[config.mk]
export PLATFORM = sky130hd
export DESIGN_NAME = averaging_thermostat_with_setpoint_entry
export DESIGN_NICKNAME = d
export VERILOG_FILES = /design/src/rtl/core/ath_pkg.sv /design/src/rtl/core/averaging_thermostat_with_setpoint_entry.sv /design/src/rtl/core/ath_cfg.sv /design/src/rtl/core/ath_arith.sv /design/src/rtl/core/ath_ctrl.sv
export SDC_FILE = /design/constraint.sdc
export NUM_CORES = 1
export LEC_CHECK = 0
export ABC_AREA = 1
export BUFFER_PORTS_ARGS = -buffer_cell sky130_fd_sc_hd__clkbuf_2
export CORE_MARGIN = 1.5
export CORE_UTILIZATION = 56
export CTS_CLUSTER_DIAMETER = 60
export DETAILED_ROUTE_END_ITERATION = 7
export GPL_ROUTABILITY_DRIVEN = 0
export PLACE_DENSITY = 0.75
export SLEW_MARGIN = 20
export SYNTH_ARGS = -nofsm -noshare
export SYNTH_HDL_FRONTEND = slang
export SYNTH_SLANG_ARGS = --single-unit
[constraint.sdc]
create_clock -name clk -period 13 [get_ports clk]
set_input_delay 1.3 -clock clk [delete_from_list [all_inputs] [get_ports clk]]
set_output_delay 1.3 -clock clk [all_outputs]
set_load 0.03 [all_outputs]
[src/rtl/core/ath_pkg.sv]
// ----------------------------------------------------------------------------
// ath_pkg
// shared types, codes and constants of the averaging thermostat
// ----------------------------------------------------------------------------
package ath_pkg;

    // event codes on func
    localparam logic [2:0] FN_SAMPLE  = 3'd0;
    localparam logic [2:0] FN_CONTROL = 3'd1;
    localparam logic [2:0] FN_DOWN    = 3'd2;
    localparam logic [2:0] FN_UP      = 3'd3;
    localparam logic [2:0] FN_MS_TICK = 3'd4;
    localparam logic [2:0] FN_RESTORE = 3'd5;

    // register indexes
    localparam logic [1:0] REG_BAND    = 2'd0;
    localparam logic [1:0] REG_MIN_SP  = 2'd1;
    localparam logic [1:0] REG_MAX_SP  = 2'd2;
    localparam logic [1:0] REG_TIMEOUT = 2'd3;

    localparam int ADDR_W = 4;
    localparam int DATA_W = 32;

    localparam logic [5:0]  BAND_RST    = 6'd5;
    localparam logic [7:0]  MIN_SP_RST  = 8'd35;
    localparam logic [7:0]  MAX_SP_RST  = 8'd75;
    localparam logic [15:0] TIMEOUT_RST = 16'd5000;
    localparam logic [7:0]  SETPOINT_RST = 8'd60;

    localparam int SAMPLES   = 10;
    localparam int ADC_BITS  = 10;
    localparam int VALUE_W   = 10;
    localparam int SUM_W     = 16;
    localparam int SP_W      = 8;
    localparam int BLINK_W   = 11;

    localparam int SCALE_NUM = 150;
    localparam int SCALE_DEN = 307;
    localparam int BLINK_MS  = 1000;
    localparam int STEP      = 5;

    // reading width actually used from value
    localparam int RD_W  = (ADC_BITS < VALUE_W) ? ADC_BITS : VALUE_W;
    // scaled reading is below half the reading
    localparam int DEG_W = RD_W - 1;

    // reading * 150 / 307 as a multiply by a rounded-up reciprocal
    localparam int SCALE_K = RD_W + 9;
    localparam int SCALE_M = (SCALE_NUM * (2 ** SCALE_K) + SCALE_DEN - 1) / SCALE_DEN;

    // sum / SAMPLES the same way
    localparam int AVG_K = SUM_W + $clog2(SAMPLES);
    localparam int AVG_M = ((2 ** AVG_K) + SAMPLES - 1) / SAMPLES;

    typedef struct packed {
        logic [5:0]  band;
        logic [7:0]  min_sp;
        logic [7:0]  max_sp;
        logic [15:0] timeout;
    } cfg_t;

    typedef struct packed {
        logic             heater_on;
        logic             cooler_on;
        logic             led_on;
        logic             setting_active;
        logic             display_on;
        logic [SP_W-1:0]  setpoint;
        logic             save_strobe;
        logic [SUM_W-1:0] average;
    } res_t;

endpackage

[src/rtl/core/averaging_thermostat_with_setpoint_entry.sv]
// ----------------------------------------------------------------------------
// averaging_thermostat_with_setpoint_entry
// averaging bang-bang thermostat with hysteresis and button setpoint entry
// ----------------------------------------------------------------------------
// usage:
//   input beats (func, value) carry samples, control ticks, up/down presses,
//   millisecond ticks and setpoint restores; each beat yields exactly one
//   output beat with drive states, mode flags, setpoint and last average
//   the beat is held in the input register, then the single-pass update
//   loads the result register once the result slot is free
//   throughput: one beat per cycle while the output does not stall
//   the input side keeps accepting while a result waits, until both the
//   input register and the result register are full; a stalled output
//   holds its beat and backs pressure onto in_ready
//   apb writes set band, setpoint limits and entry timeout; write them only
//   while the block is idle; pready is tied high
//   reset empties both pipeline registers, loads setpoint 60 and the
//   register defaults; no clearing pass, the block is ready right away
// ----------------------------------------------------------------------------
module averaging_thermostat_with_setpoint_entry
(
    input  logic                        clk,
    input  logic                        rst_n,

    // apb config port
    input  logic                        psel,
    input  logic                        penable,
    input  logic                        pwrite,
    input  logic [ath_pkg::ADDR_W-1:0]  paddr,
    input  logic [ath_pkg::DATA_W-1:0]  pwdata,
    output logic [ath_pkg::DATA_W-1:0]  prdata,
    output logic                        pready,

    // input channel
    input  logic                        in_valid,
    output logic                        in_ready,
    input  logic [2:0]                  func,
    input  logic [ath_pkg::VALUE_W-1:0] value,

    // output channel
    output logic                        out_valid,
    input  logic                        out_ready,
    output logic                        heater_on,
    output logic                        cooler_on,
    output logic                        led_on,
    output logic                        setting_active,
    output logic                        display_on,
    output logic [ath_pkg::SP_W-1:0]    setpoint_out,
    output logic                        save_strobe,
    output logic [ath_pkg::SUM_W-1:0]   average_out
);
    import ath_pkg::*;

    cfg_t               cfg;
    res_t               res;

    // input register
    logic               in_valid_reg, in_valid_next;
    logic [2:0]         func_reg;
    logic [VALUE_W-1:0] value_reg;

    // result register
    logic               out_valid_reg, out_valid_next;
    res_t               res_reg;

    logic               advance;
    logic               fire;
    logic               in_take;

    // result slot free or being emptied this cycle
    assign advance  = !out_valid_reg || out_ready;
    assign fire     = in_valid_reg && advance;
    assign in_ready = !in_valid_reg || advance;
    assign in_take  = in_valid && in_ready;

    ath_cfg u_cfg
    (
        .clk     (clk),
        .rst_n   (rst_n),
        .psel    (psel),
        .penable (penable),
        .pwrite  (pwrite),
        .paddr   (paddr),
        .pwdata  (pwdata),
        .prdata  (prdata),
        .pready  (pready),
        .cfg     (cfg)
    );

    // state update happens only when the beat moves into the result register
    ath_ctrl u_ctrl
    (
        .clk   (clk),
        .rst_n (rst_n),
        .upd   (fire),
        .func  (func_reg),
        .value (value_reg),
        .cfg   (cfg),
        .res   (res)
    );

    always_comb
    begin
        priority if (in_take)
        begin
            in_valid_next = 1'b1;
        end
        else if (fire)
        begin
            in_valid_next = 1'b0;
        end
        else
        begin
            in_valid_next = in_valid_reg;
        end
    end

    always_comb
    begin
        priority if (fire)
        begin
            out_valid_next = 1'b1;
        end
        else if (out_ready)
        begin
            out_valid_next = 1'b0;
        end
        else
        begin
            out_valid_next = out_valid_reg;
        end
    end

    always_ff @(posedge clk or negedge rst_n)
    begin
        if (!rst_n)
        begin
            in_valid_reg  <= 1'b0;
            out_valid_reg <= 1'b0;
        end
        else
        begin
            in_valid_reg  <= in_valid_next;
            out_valid_reg <= out_valid_next;
        end
    end

    // payload registers, no reset
    always_ff @(posedge clk)
    begin
        if (in_take)
        begin
            func_reg  <= func;
            value_reg <= value;
        end
        if (fire)
        begin
            res_reg <= res;
        end
    end

    assign out_valid      = out_valid_reg;
    assign heater_on      = res_reg.heater_on;
    assign cooler_on      = res_reg.cooler_on;
    assign led_on         = res_reg.led_on;
    assign setting_active = res_reg.setting_active;
    assign display_on     = res_reg.display_on;
    assign setpoint_out   = res_reg.setpoint;
    assign save_strobe    = res_reg.save_strobe;
    assign average_out    = res_reg.average;

`ifndef SYNTHESIS
    // a held input beat with a free result slot must move on
    a_input_drains: assert property (@(posedge clk) disable iff (!rst_n)
        (in_valid_reg && !out_valid_reg) |=> out_valid_reg)
        else $error("input beat not forwarded");

    // a result beat is never dropped while the receiver stalls
    a_no_overwrite: assert property (@(posedge clk) disable iff (!rst_n)
        (out_valid_reg && !out_ready) |-> !fire)
        else $error("result overwritten under stall");

    // with both stages full and a stall, nothing is taken in
    a_backpressure: assert property (@(posedge clk) disable iff (!rst_n)
        (in_valid_reg && out_valid_reg && !out_ready) |-> !in_ready)
        else $error("input taken with pipeline full");
`endif

endmodule

[src/rtl/core/ath_cfg.sv]
// ----------------------------------------------------------------------------
// ath_cfg
// apb register file for band, setpoint limits and entry timeout
// ----------------------------------------------------------------------------
module ath_cfg
(
    input  logic                       clk,
    input  logic                       rst_n,
    input  logic                       psel,
    input  logic                       penable,
    input  logic                       pwrite,
    input  logic [ath_pkg::ADDR_W-1:0] paddr,
    input  logic [ath_pkg::DATA_W-1:0] pwdata,
    output logic [ath_pkg::DATA_W-1:0] prdata,
    output logic                       pready,
    output ath_pkg::cfg_t              cfg
);
    import ath_pkg::*;

    cfg_t       cfg_reg;
    cfg_t       cfg_next;
    logic [1:0] idx;
    logic       wr_en;

    assign idx    = paddr[3:2];
    assign wr_en  = psel && penable && pwrite;
    assign pready = 1'b1;
    assign cfg    = cfg_reg;

    always_comb
    begin
        cfg_next = cfg_reg;
        if (wr_en)
        begin
            unique case (idx)
                REG_BAND:    cfg_next.band    = pwdata[5:0];
                REG_MIN_SP:  cfg_next.min_sp  = pwdata[7:0];
                REG_MAX_SP:  cfg_next.max_sp  = pwdata[7:0];
                REG_TIMEOUT: cfg_next.timeout = pwdata[15:0];
                default:     cfg_next = cfg_reg;
            endcase
        end
    end

    always_comb
    begin
        unique case (idx)
            REG_BAND:    prdata = {{(DATA_W-6){1'b0}}, cfg_reg.band};
            REG_MIN_SP:  prdata = {{(DATA_W-8){1'b0}}, cfg_reg.min_sp};
            REG_MAX_SP:  prdata = {{(DATA_W-8){1'b0}}, cfg_reg.max_sp};
            REG_TIMEOUT: prdata = {{(DATA_W-16){1'b0}}, cfg_reg.timeout};
            default:     prdata = '0;
        endcase
    end

    always_ff @(posedge clk or negedge rst_n)
    begin
        if (!rst_n)
        begin
            cfg_reg.band    <= BAND_RST;
            cfg_reg.min_sp  <= MIN_SP_RST;
            cfg_reg.max_sp  <= MAX_SP_RST;
            cfg_reg.timeout <= TIMEOUT_RST;
        end
        else
        begin
            cfg_reg <= cfg_next;
        end
    end

endmodule

[src/rtl/core/ath_arith.sv]
// ----------------------------------------------------------------------------
// ath_arith
// reading to degrees scaling and accumulator averaging
// ----------------------------------------------------------------------------
module ath_arith
(
    input  logic [ath_pkg::RD_W-1:0]  reading,
    input  logic [ath_pkg::SUM_W-1:0] sum,
    output logic [ath_pkg::DEG_W-1:0] deg,
    output logic [ath_pkg::SUM_W-1:0] avg
);
    import ath_pkg::*;

    localparam int SP_PW = SCALE_K + DEG_W;
    localparam int AV_PW = AVG_K + SUM_W;

    logic [SP_PW-1:0] scale_prod;
    logic [AV_PW-1:0] avg_prod;

    // reciprocal is rounded up, error stays below one part in 307
    assign scale_prod = SP_PW'(reading) * SP_PW'(SCALE_M);
    assign deg        = scale_prod[SCALE_K +: DEG_W];

    assign avg_prod = AV_PW'(sum) * AV_PW'(AVG_M);
    assign avg      = avg_prod[AVG_K +: SUM_W];

endmodule

[src/rtl/core/ath_ctrl.sv]
// ----------------------------------------------------------------------------
// ath_ctrl
// thermostat state, hysteresis decision and setpoint entry mode
// ----------------------------------------------------------------------------
module ath_ctrl
(
    input  logic                        clk,
    input  logic                        rst_n,
    input  logic                        upd,
    input  logic [2:0]                  func,
    input  logic [ath_pkg::VALUE_W-1:0] value,
    input  ath_pkg::cfg_t               cfg,
    output ath_pkg::res_t               res
);
    import ath_pkg::*;

    logic [SP_W-1:0]    setpoint_reg,   setpoint_next;
    logic [SUM_W-1:0]   sum_reg,        sum_next;
    logic [SUM_W-1:0]   avg_reg,        avg_next;
    logic               heater_reg,     heater_next;
    logic               cooler_reg,     cooler_next;
    logic               led_phase_reg,  led_phase_next;
    logic               led_reg,        led_next;
    logic               setting_reg,    setting_next;
    logic [15:0]        press_ms_reg,   press_ms_next;
    logic [BLINK_W-1:0] blink_ms_reg,   blink_ms_next;
    logic               visible_reg,    visible_next;
    logic               save;

    logic [DEG_W-1:0]   deg;
    logic [SUM_W-1:0]   avg;
    logic [SUM_W:0]     sum_ext;
    logic [SUM_W:0]     avg_lo;
    logic [SUM_W:0]     avg_hi;
    logic [SP_W:0]      sp_up;
    logic [15:0]        press_inc;
    logic [BLINK_W-1:0] blink_inc;

    ath_arith u_arith
    (
        .reading (value[RD_W-1:0]),
        .sum     (sum_reg),
        .deg     (deg),
        .avg     (avg)
    );

    assign sum_ext   = {1'b0, sum_reg} + (SUM_W+1)'(deg);
    // avg <= sp - band and avg >= sp + band, kept unsigned
    assign avg_lo    = {1'b0, avg} + (SUM_W+1)'(cfg.band);
    assign avg_hi    = (SUM_W+1)'(setpoint_reg) + (SUM_W+1)'(cfg.band);
    assign sp_up     = {1'b0, setpoint_reg} + (SP_W+1)'(STEP);
    assign press_inc = (press_ms_reg == 16'hFFFF) ? press_ms_reg : press_ms_reg + 16'd1;
    assign blink_inc = blink_ms_reg + BLINK_W'(1);

    always_comb
    begin
        setpoint_next  = setpoint_reg;
        sum_next       = sum_reg;
        avg_next       = avg_reg;
        heater_next    = heater_reg;
        cooler_next    = cooler_reg;
        led_phase_next = led_phase_reg;
        led_next       = led_reg;
        setting_next   = setting_reg;
        press_ms_next  = press_ms_reg;
        blink_ms_next  = blink_ms_reg;
        visible_next   = visible_reg;
        save           = 1'b0;

        if (upd)
        begin
            unique case (func)
                FN_SAMPLE:
                begin
                    if (!setting_reg)
                    begin
                        sum_next = sum_ext[SUM_W] ? {SUM_W{1'b1}} : sum_ext[SUM_W-1:0];
                    end
                end
                FN_CONTROL:
                begin
                    if (!setting_reg)
                    begin
                        avg_next = avg;
                        priority if (avg_lo <= (SUM_W+1)'(setpoint_reg))
                        begin
                            heater_next = 1'b1;
                            cooler_next = 1'b0;
                        end
                        else if ((SUM_W+1)'(avg) >= avg_hi)
                        begin
                            heater_next = 1'b0;
                            cooler_next = 1'b1;
                            led_next    = 1'b1;
                        end
                        else
                        begin
                            // inside the band the drives hold
                            heater_next = heater_reg;
                        end
                        if (heater_next)
                        begin
                            led_phase_next = !led_phase_reg;
                            led_next       = !led_phase_reg;
                        end
                        sum_next = '0;
                    end
                end
                FN_DOWN, FN_UP:
                begin
                    priority if (!setting_reg)
                    begin
                        setting_next  = 1'b1;
                        press_ms_next = '0;
                        blink_ms_next = '0;
                        visible_next  = 1'b1;
                        heater_next   = 1'b0;
                        cooler_next   = 1'b0;
                        led_next      = 1'b0;
                        sum_next      = '0;
                    end
                    else if (func == FN_DOWN)
                    begin
                        if (setpoint_reg > cfg.min_sp)
                        begin
                            setpoint_next = (setpoint_reg >= SP_W'(STEP))
                                          ? setpoint_reg - SP_W'(STEP) : '0;
                            press_ms_next = '0;
                        end
                    end
                    else
                    begin
                        if (setpoint_reg < cfg.max_sp)
                        begin
                            setpoint_next = sp_up[SP_W] ? {SP_W{1'b1}} : sp_up[SP_W-1:0];
                            press_ms_next = '0;
                        end
                    end
                end
                FN_MS_TICK:
                begin
                    if (setting_reg)
                    begin
                        press_ms_next = press_inc;
                        if (press_inc >= cfg.timeout)
                        begin
                            setting_next = 1'b0;
                            save         = 1'b1;
                        end
                        else if (blink_inc > BLINK_W'(BLINK_MS))
                        begin
                            blink_ms_next = '0;
                            visible_next  = !visible_reg;
                        end
                        else
                        begin
                            blink_ms_next = blink_inc;
                        end
                    end
                end
                FN_RESTORE:
                begin
                    setpoint_next = value[SP_W-1:0];
                end
                default:
                begin
                    save = 1'b0;
                end
            endcase
        end
    end

    always_comb
    begin
        res.heater_on      = heater_next;
        res.cooler_on      = cooler_next;
        res.led_on         = led_next;
        res.setting_active = setting_next;
        res.display_on     = setting_next && visible_next;
        res.setpoint       = setpoint_next;
        res.save_strobe    = save;
        res.average        = avg_next;
    end

    always_ff @(posedge clk or negedge rst_n)
    begin
        if (!rst_n)
        begin
            setpoint_reg  <= SETPOINT_RST;
            sum_reg       <= '0;
            avg_reg       <= '0;
            heater_reg    <= 1'b0;
            cooler_reg    <= 1'b0;
            led_phase_reg <= 1'b0;
            led_reg       <= 1'b0;
            setting_reg   <= 1'b0;
            press_ms_reg  <= '0;
            blink_ms_reg  <= '0;
            visible_reg   <= 1'b1;
        end
        else
        begin
            setpoint_reg  <= setpoint_next;
            sum_reg       <= sum_next;
            avg_reg       <= avg_next;
            heater_reg    <= heater_next;
            cooler_reg    <= cooler_next;
            led_phase_reg <= led_phase_next;
            led_reg       <= led_next;
            setting_reg   <= setting_next;
            press_ms_reg  <= press_ms_next;
            blink_ms_reg  <= blink_ms_next;
            visible_reg   <= visible_next;
        end
    end

`ifndef SYNTHESIS
    // heater and cooler never driven together
    a_no_heat_and_cool: assert property (@(posedge clk) disable iff (!rst_n)
        !(heater_reg && cooler_reg))
        else $error("heater and cooler both on");

    // drives stay off for the whole set mode
    a_quiet_in_setting: assert property (@(posedge clk) disable iff (!rst_n)
        setting_reg |-> (!heater_reg && !cooler_reg && !led_reg))
        else $error("drive active in set mode");

    // save strobe only when leaving set mode
    a_save_on_exit: assert property (@(posedge clk) disable iff (!rst_n)
        save |-> (setting_reg && !setting_next && upd && func == FN_MS_TICK))
        else $error("save strobe outside set mode exit");

    // blink counter wraps before passing its period
    a_blink_range: assert property (@(posedge clk) disable iff (!rst_n)
        blink_ms_reg <= BLINK_W'(BLINK_MS))
        else $error("blink counter out of range");
`endif

endmodule
## Word-level counts from Yosys, hierarchy flattened

Cells that the tools add are included.

- $add $sub $neg: 7
- $mul: 2
- Magnitude comparators: 7
- Equality and inequality tests: 16
- Muxes and demuxes: 65
- Bitwise gates (word level): 1
- Reductions and logical operators: 28

Operators with widths:

| cell | count |
|---|---|
| 16-bit 2-to-1 mux | 12 |
| 32-bit case mux with 4 select lines | 1 |
| 16-bit case mux with 2 select lines | 2 |
| 8-bit 2-to-1 mux | 7 |
| 11-bit 2-to-1 mux | 4 |
| 16-bit by 16-bit multiplier with 32-bit output, second input constant | 1 |
| 1-bit 2-to-1 mux | 32 |
| 10-bit by 18-bit multiplier with 28-bit output, second input constant | 1 |
| 11-bit case mux with 2 select lines | 1 |
| 16-bit by 9-bit adder with 17-bit output | 1 |
| 13-bit by 17-bit >= comparator with 1-bit output | 1 |
| 17-bit by 8-bit <= comparator with 1-bit output | 1 |
| 16-bit by 1-bit adder with 16-bit output, second input constant | 1 |
| 16-bit equality test, second input constant | 1 |
| 16-bit >= comparator | 1 |
| 8-bit case mux with 2 select lines | 1 |
| 13-bit by 6-bit adder with 14-bit output | 1 |
| 11-bit by 1-bit adder with 11-bit output, second input constant | 1 |
| 11-bit by 10-bit > comparator with 1-bit output, second input constant | 1 |
| 1-bit case mux with 2 select lines | 5 |
| 2-bit AND reduction | 5 |
| 5-bit AND reduction | 2 |
| 8-bit by 3-bit adder with 9-bit output, second input constant | 1 |
| 8-bit by 6-bit adder with 9-bit output | 1 |
| 22 further kinds | 41 |

- Register bits after elaboration: 156
- Input bits: 56
- Output and inout bits: 65
- Logic and storage cells: 153

## Depth between registers and ports, before layout

- Depth after elaboration: 11
- Mapped depth: 45
- Depth with buffers taken out: 45

## By module

A second synthesis with hierarchy kept.

- Cells, all modules: 2492
- Area total of the unflattened synthesis: 19055.8 µm²

By module, submodules not included:

| module | instances | cells an instance | area each (µm²) | seq. area each (µm²) |
|---|---|---|---|---|
| ath_arith | 1 | 1199 | 8864.8 | 0.0 |
| ath_ctrl | 1 | 985 | 6847.8 | 1833.0 |
| ath_cfg | 1 | 253 | 1956.9 | 968.4 |
| averaging_thermostat_with_setpoint_entry | 1 | 55 | 1386.3 | 1341.3 |

## Worst setup path after synthesis

OpenSTA, ideal clock, no wires.

- Kind: register to register
- Start point: register u_ctrl.sum_reg[4]
- End point: register res_reg (netlist bit led_on) (data pin)
- Setup time: 0.260 ns
- Arrival time: 7.124 ns
- Data required time: 12.740 ns
- Slack: 5.615 ns
- Stages on the path, launching flop included: 40
- Path buffers: 0
- Period minus slack after synthesis: 7.385 ns
- Cells stage by stage: dfrtp_1 -> ha_1 -> fa_1 -> inv_1 -> fa_1 -> fa_1 -> inv_1 -> fa_1 -> inv_1 -> fa_1 -> inv_1 -> ha_1 -> nand2_1 -> nor2_1 -> o21ai_0 -> nand2_1 -> a31o_2 -> xor2_1 -> [4 not listed] -> o21bai_1 -> xnor2_1 -> inv_1 -> ha_1 -> nand2_1 -> inv_1 -> nand2_1 -> nand2_1 -> a21oi_1 -> nor2_1 -> nor2_1 -> nand2_1 -> nor2_1 -> nand3_1 -> nand2_1 -> nand2_1 -> nand2_1 -> nand2_1

RTL lines:

| element | line | RTL |
|---|---|---|
| from (decl) | ath_ctrl.sv:18 | `logic [SUM_W-1:0] sum_reg, sum_next;` |
| from (signal assigned) | ath_ctrl.sv:204 | `sum_reg <= sum_next;` |
| to (signal assigned) | averaging_thermostat_with_setpoint_entry.sv:158 | `res_reg <= res;` |
| to (decl) | averaging_thermostat_with_setpoint_entry.sv:64 | `res_t res_reg;` |

==> flow_metrics.py <==
metrics = {
    "outcome": {
        "status": "completed",
    },
    "place": {
        "port_buffers": 85,
        "post_dp_cell_area_um2": 18420,
        "placedCellCount": 2599,
        "dp_hpwl_um": 33610,
        "dp_slack_ns": 4.634,
    },
    "worst_setup_path": {
        "start_kind": "register",
        "crit_type": "register to register",
        "cp_max_fo": 8,
        "reg2reg_depth": 40,
        "r2r_end": "led_on$_DFFE_PP_",
        "crit_top_cell": "nand2_1",
        "worstPathRequired_ns": 13.30,
        "end_kind": "register",
        "arrival_ns": 8.75,
        "rrSetupSlack_ns": 4.56,
        "critPathMaxStageDelay_ns": 0.58,
        "cp_slowest_cell": "dfrtp_1",
        "r2r-start": "u_ctrl.sum_reg[5]$_DFFE_PN0P_",
    },
    "layout": {
        "antenna-diode-count": 0,
        "drive_gt1_share_pct": 8.098,
        "largest_register_ffs": 38,
        "multi_input_area_um2": 11510,
        "seq_area_um2": 4143,
        "fin_nets": 2701,
        "final_cells": 2631,
        "fillers": 2625,
        "area_growth_pct": 7.622,
        "final_area_um2": 18990,
    },
    "sta": {
        "tns_ns": 0,
        "fin_skew_ns": 0.008272,
        "drv_slew": 0,
        "rsz0062_at_grt": "no",
        "fin_crit_sh_pct": 64.95,
        "fmax_mhz": 118.4,
        "slew_headroom_pct": 40.06,
        "hold_viol_final": 0,
        "setup_slack_ns": 4.557,
        "worstMarginPinSlew_ns": 0.8970,
        "setup_viol": 0,
        "fin_crit_ns": 8.443,
    },
    "cts": {
        "cts.sinks": 156,
        "hold_buffers": 0,
        "cts-root-buf": "clkbuf_16",
        "numCtsBuffers": 17,
        "cts_resized": 0,
        "clk_latency_ns": 0.44,
        "cts_setup_buffers": 0,
        "htreeDepth": 4,
        "cts_tree": "yes",
        "cts.reportedPaths.clkPinSlew_ns": 0.07,
        "clockBufferDepth": 2,
    },
    "hold_path": {
        "hold_path_end": "u_ctrl.avg_reg[13]$_DFF_PN0_",
        "min_from": "u_ctrl.avg_reg[13]$_DFF_PN0_",
        "whs_path_depth": 2,
        "worstHoldPathType": "register to register",
    },
    "global_routing": {
        "grt_pass1_vias": 14270,
        "gr-total-overflow": 0,
        "antenna_found_initial": 0,
        "grt_util_all_layers_pct": 26.08,
        "grt_max_degree": 68,
        "grt_pass1_wl_um": 68610,
    },
    "drt": {
        "routed_via_density": 5.371,
        "antenna_left": 0,
        "wirelength_um": 40820,
        "first_pass_iters": 6,
        "drc_errors": 0,
        "wl_per_cell_um": 15.52,
        "vias": 14130,
        "drt_iter0_drc": 912,
    },
    "floorplan": {
        "die_width_um": 180.5,
        "die_area_um2": 32590,
        "io_pins": 121,
        "die_h_um": 180.5,
        "rows": 64,
        "start_util_pct": 57.24,
        "coreArea_um2": 30830,
    },
    "flow_run": {
        "cap_violations": 0,
    },
    "synth": {
        "synthCells": 2137,
        "yosysWarnings": 0,
        "yosysUniqueCellTypes": 56,
        "async_reset_ff_share_pct": 72.44,
        "yosysSeqAreaShare_pct": 23.48,
        "synth_area_per_cell_um2": 8.258,
        "ys_ff_latch": 156,
        "ys.flop_type": "dfrtp_1",
        "netlist_area_um2": 17650,
        "synth_edf_count": 43,
    },
}
[how the worst max path moves through the flow]
| stage | start | endpoint | slack (ns) | cells past startpoint |
|---|---|---|---|---|
| global route | u_ctrl.sum_reg[5]$_DFFE_PN0P_ | led_on$_DFFE_PP_ | 3.93 | 40 |
| global placement | u_ctrl.sum_reg[4]$_DFFE_PN0P_ | led_on$_DFFE_PP_ | 4.76 | 39 |
| floorplan | u_ctrl.sum_reg[4]$_DFFE_PN0P_ | led_on$_DFFE_PP_ | 5.62 | 39 |
| finish | u_ctrl.sum_reg[5]$_DFFE_PN0P_ | led_on$_DFFE_PP_ | 4.56 | 40 |
| detailed placement | u_ctrl.sum_reg[4]$_DFFE_PN0P_ | led_on$_DFFE_PP_ | 4.63 | 39 |
| CTS | u_ctrl.sum_reg[4]$_DFFE_PN0P_ | led_on$_DFFE_PP_ | 4.63 | 39 |
[metal layers]
| layer | up-vias | share of wire (%) | track usage [%] |
|---|---|---|---|
| met1 | 6667 | 43 | 32.88 |
| met3 | 95 | 5.0 | 3.416 |
| li1 | 6962 | - | - |
| met5 | - | 0 | 0 |
| met2 | 406 | 48 | 45.15 |
| met4 | 0 | 3.6 | 10.92 |
[cells by family after synthesis]
family / after synthesis / share of synthesized area [%]
and+or+nand+nor: 670 / 16.39
buffers and inverters: 523 / 11.63
adders and majority gates: 423 / 35.61
AOI/OAI and AO/OA: 298 / 9.622
DFF: 156 / 23.48
xor gates and xnor gates: 63 / 3.127
other: 2 / 0.04256
muxes: 2 / 0.1134
[synthesized netlist by cell type (all sizes together), types with 2 or more instances]
cell	count	area share (%)
nand2	393	8.5
o21ai	112	3.2
a21o	11	0.47
or2	4	0.14
clkinv	2	0.043
edfxtp	43	7.3
xnor2	20	0.99
nand4	26	0.92
clkbuf	12	0.26
o2111ai	7	0.35
a21oi	114	3.3
mux2i	2	0.11
a22o	2	0.099
o211ai	10	0.43
o21bai	9	0.38
nand3b	2	0.085
a31o	3	0.15
o21a	4	0.17
nor2	129	3.2
o22ai	10	0.35
o221ai	4	0.20
a31oi	6	0.21
dfstp	19	2.8
nor3	23	0.83
conb	2	0.043
buf	24	1.0
ha	291	21
xor2	43	2.1
nand3	90	2.6
dfrtp	94	13
fa	132	15
inv	485	10
[per-stage QoR]
| step | util (%) | hold slack, ns |
|---|---|---|
| detailed placement | 59.74 | 0.4791 |
| finish | 61.60 | 0.4863 |
| global placement | 59.74 | 0.4556 |
| floorplan | - | 0.4406 |
| CTS | 61.60 | 0.4887 |
| global route | 61.60 | 0.5074 |
[critical path, delay by kind of cell (launching register included)]
family / cells / cell delay [ns]
adder cells (fa/ha/maj): 9 / 4.07
buffers and inverters: 7 / 0.47
AND/OR/NAND/NOR: 16 / 1.47
AO/OA/AOI/OAI: 6 / 1.09
flip-flops: 1 / 0.58
XOR/XNOR: 2 / 0.58
[final cells by class]
type	instances	area share [%]
Clock buffer	18	2.260
Inverter	487	9.625
Sequential cell	156	21.81
Tap cell	396	2.609
Timing Repair Buffer	87	2.332
Multi-Input combinational cell	1473	60.60
Clock inverter	14	0.7642
[cells in the final DEF (no fill, tap or decap), types with 6 or more instances in the layout]
cell	n
inv_1	478
nand2_1	384
ha_1	291
fa_1	132
nor2_1	117
a21oi_1	111
o21ai_0	103
dfrtp_1	94
nand3_1	87
clkbuf_2	84
xor2_1	43
edfxtp_1	43
nand4_1	26
xnor2_1	20
dfstp_2	19
nor3_1	18
conb_1	17
clkbuf_16	17
a21o_1	11
o211ai_1	10
o22ai_1	10
nand2_2	9
o21bai_1	9
o21ai_1	8
o2111ai_1	7
inv_2	7
nor2_4	6
a31oi_1	6
Power is left out: the tool's default activity adds up to more than one toggle a clock period on the data nets, which glitch-free logic cannot reach.
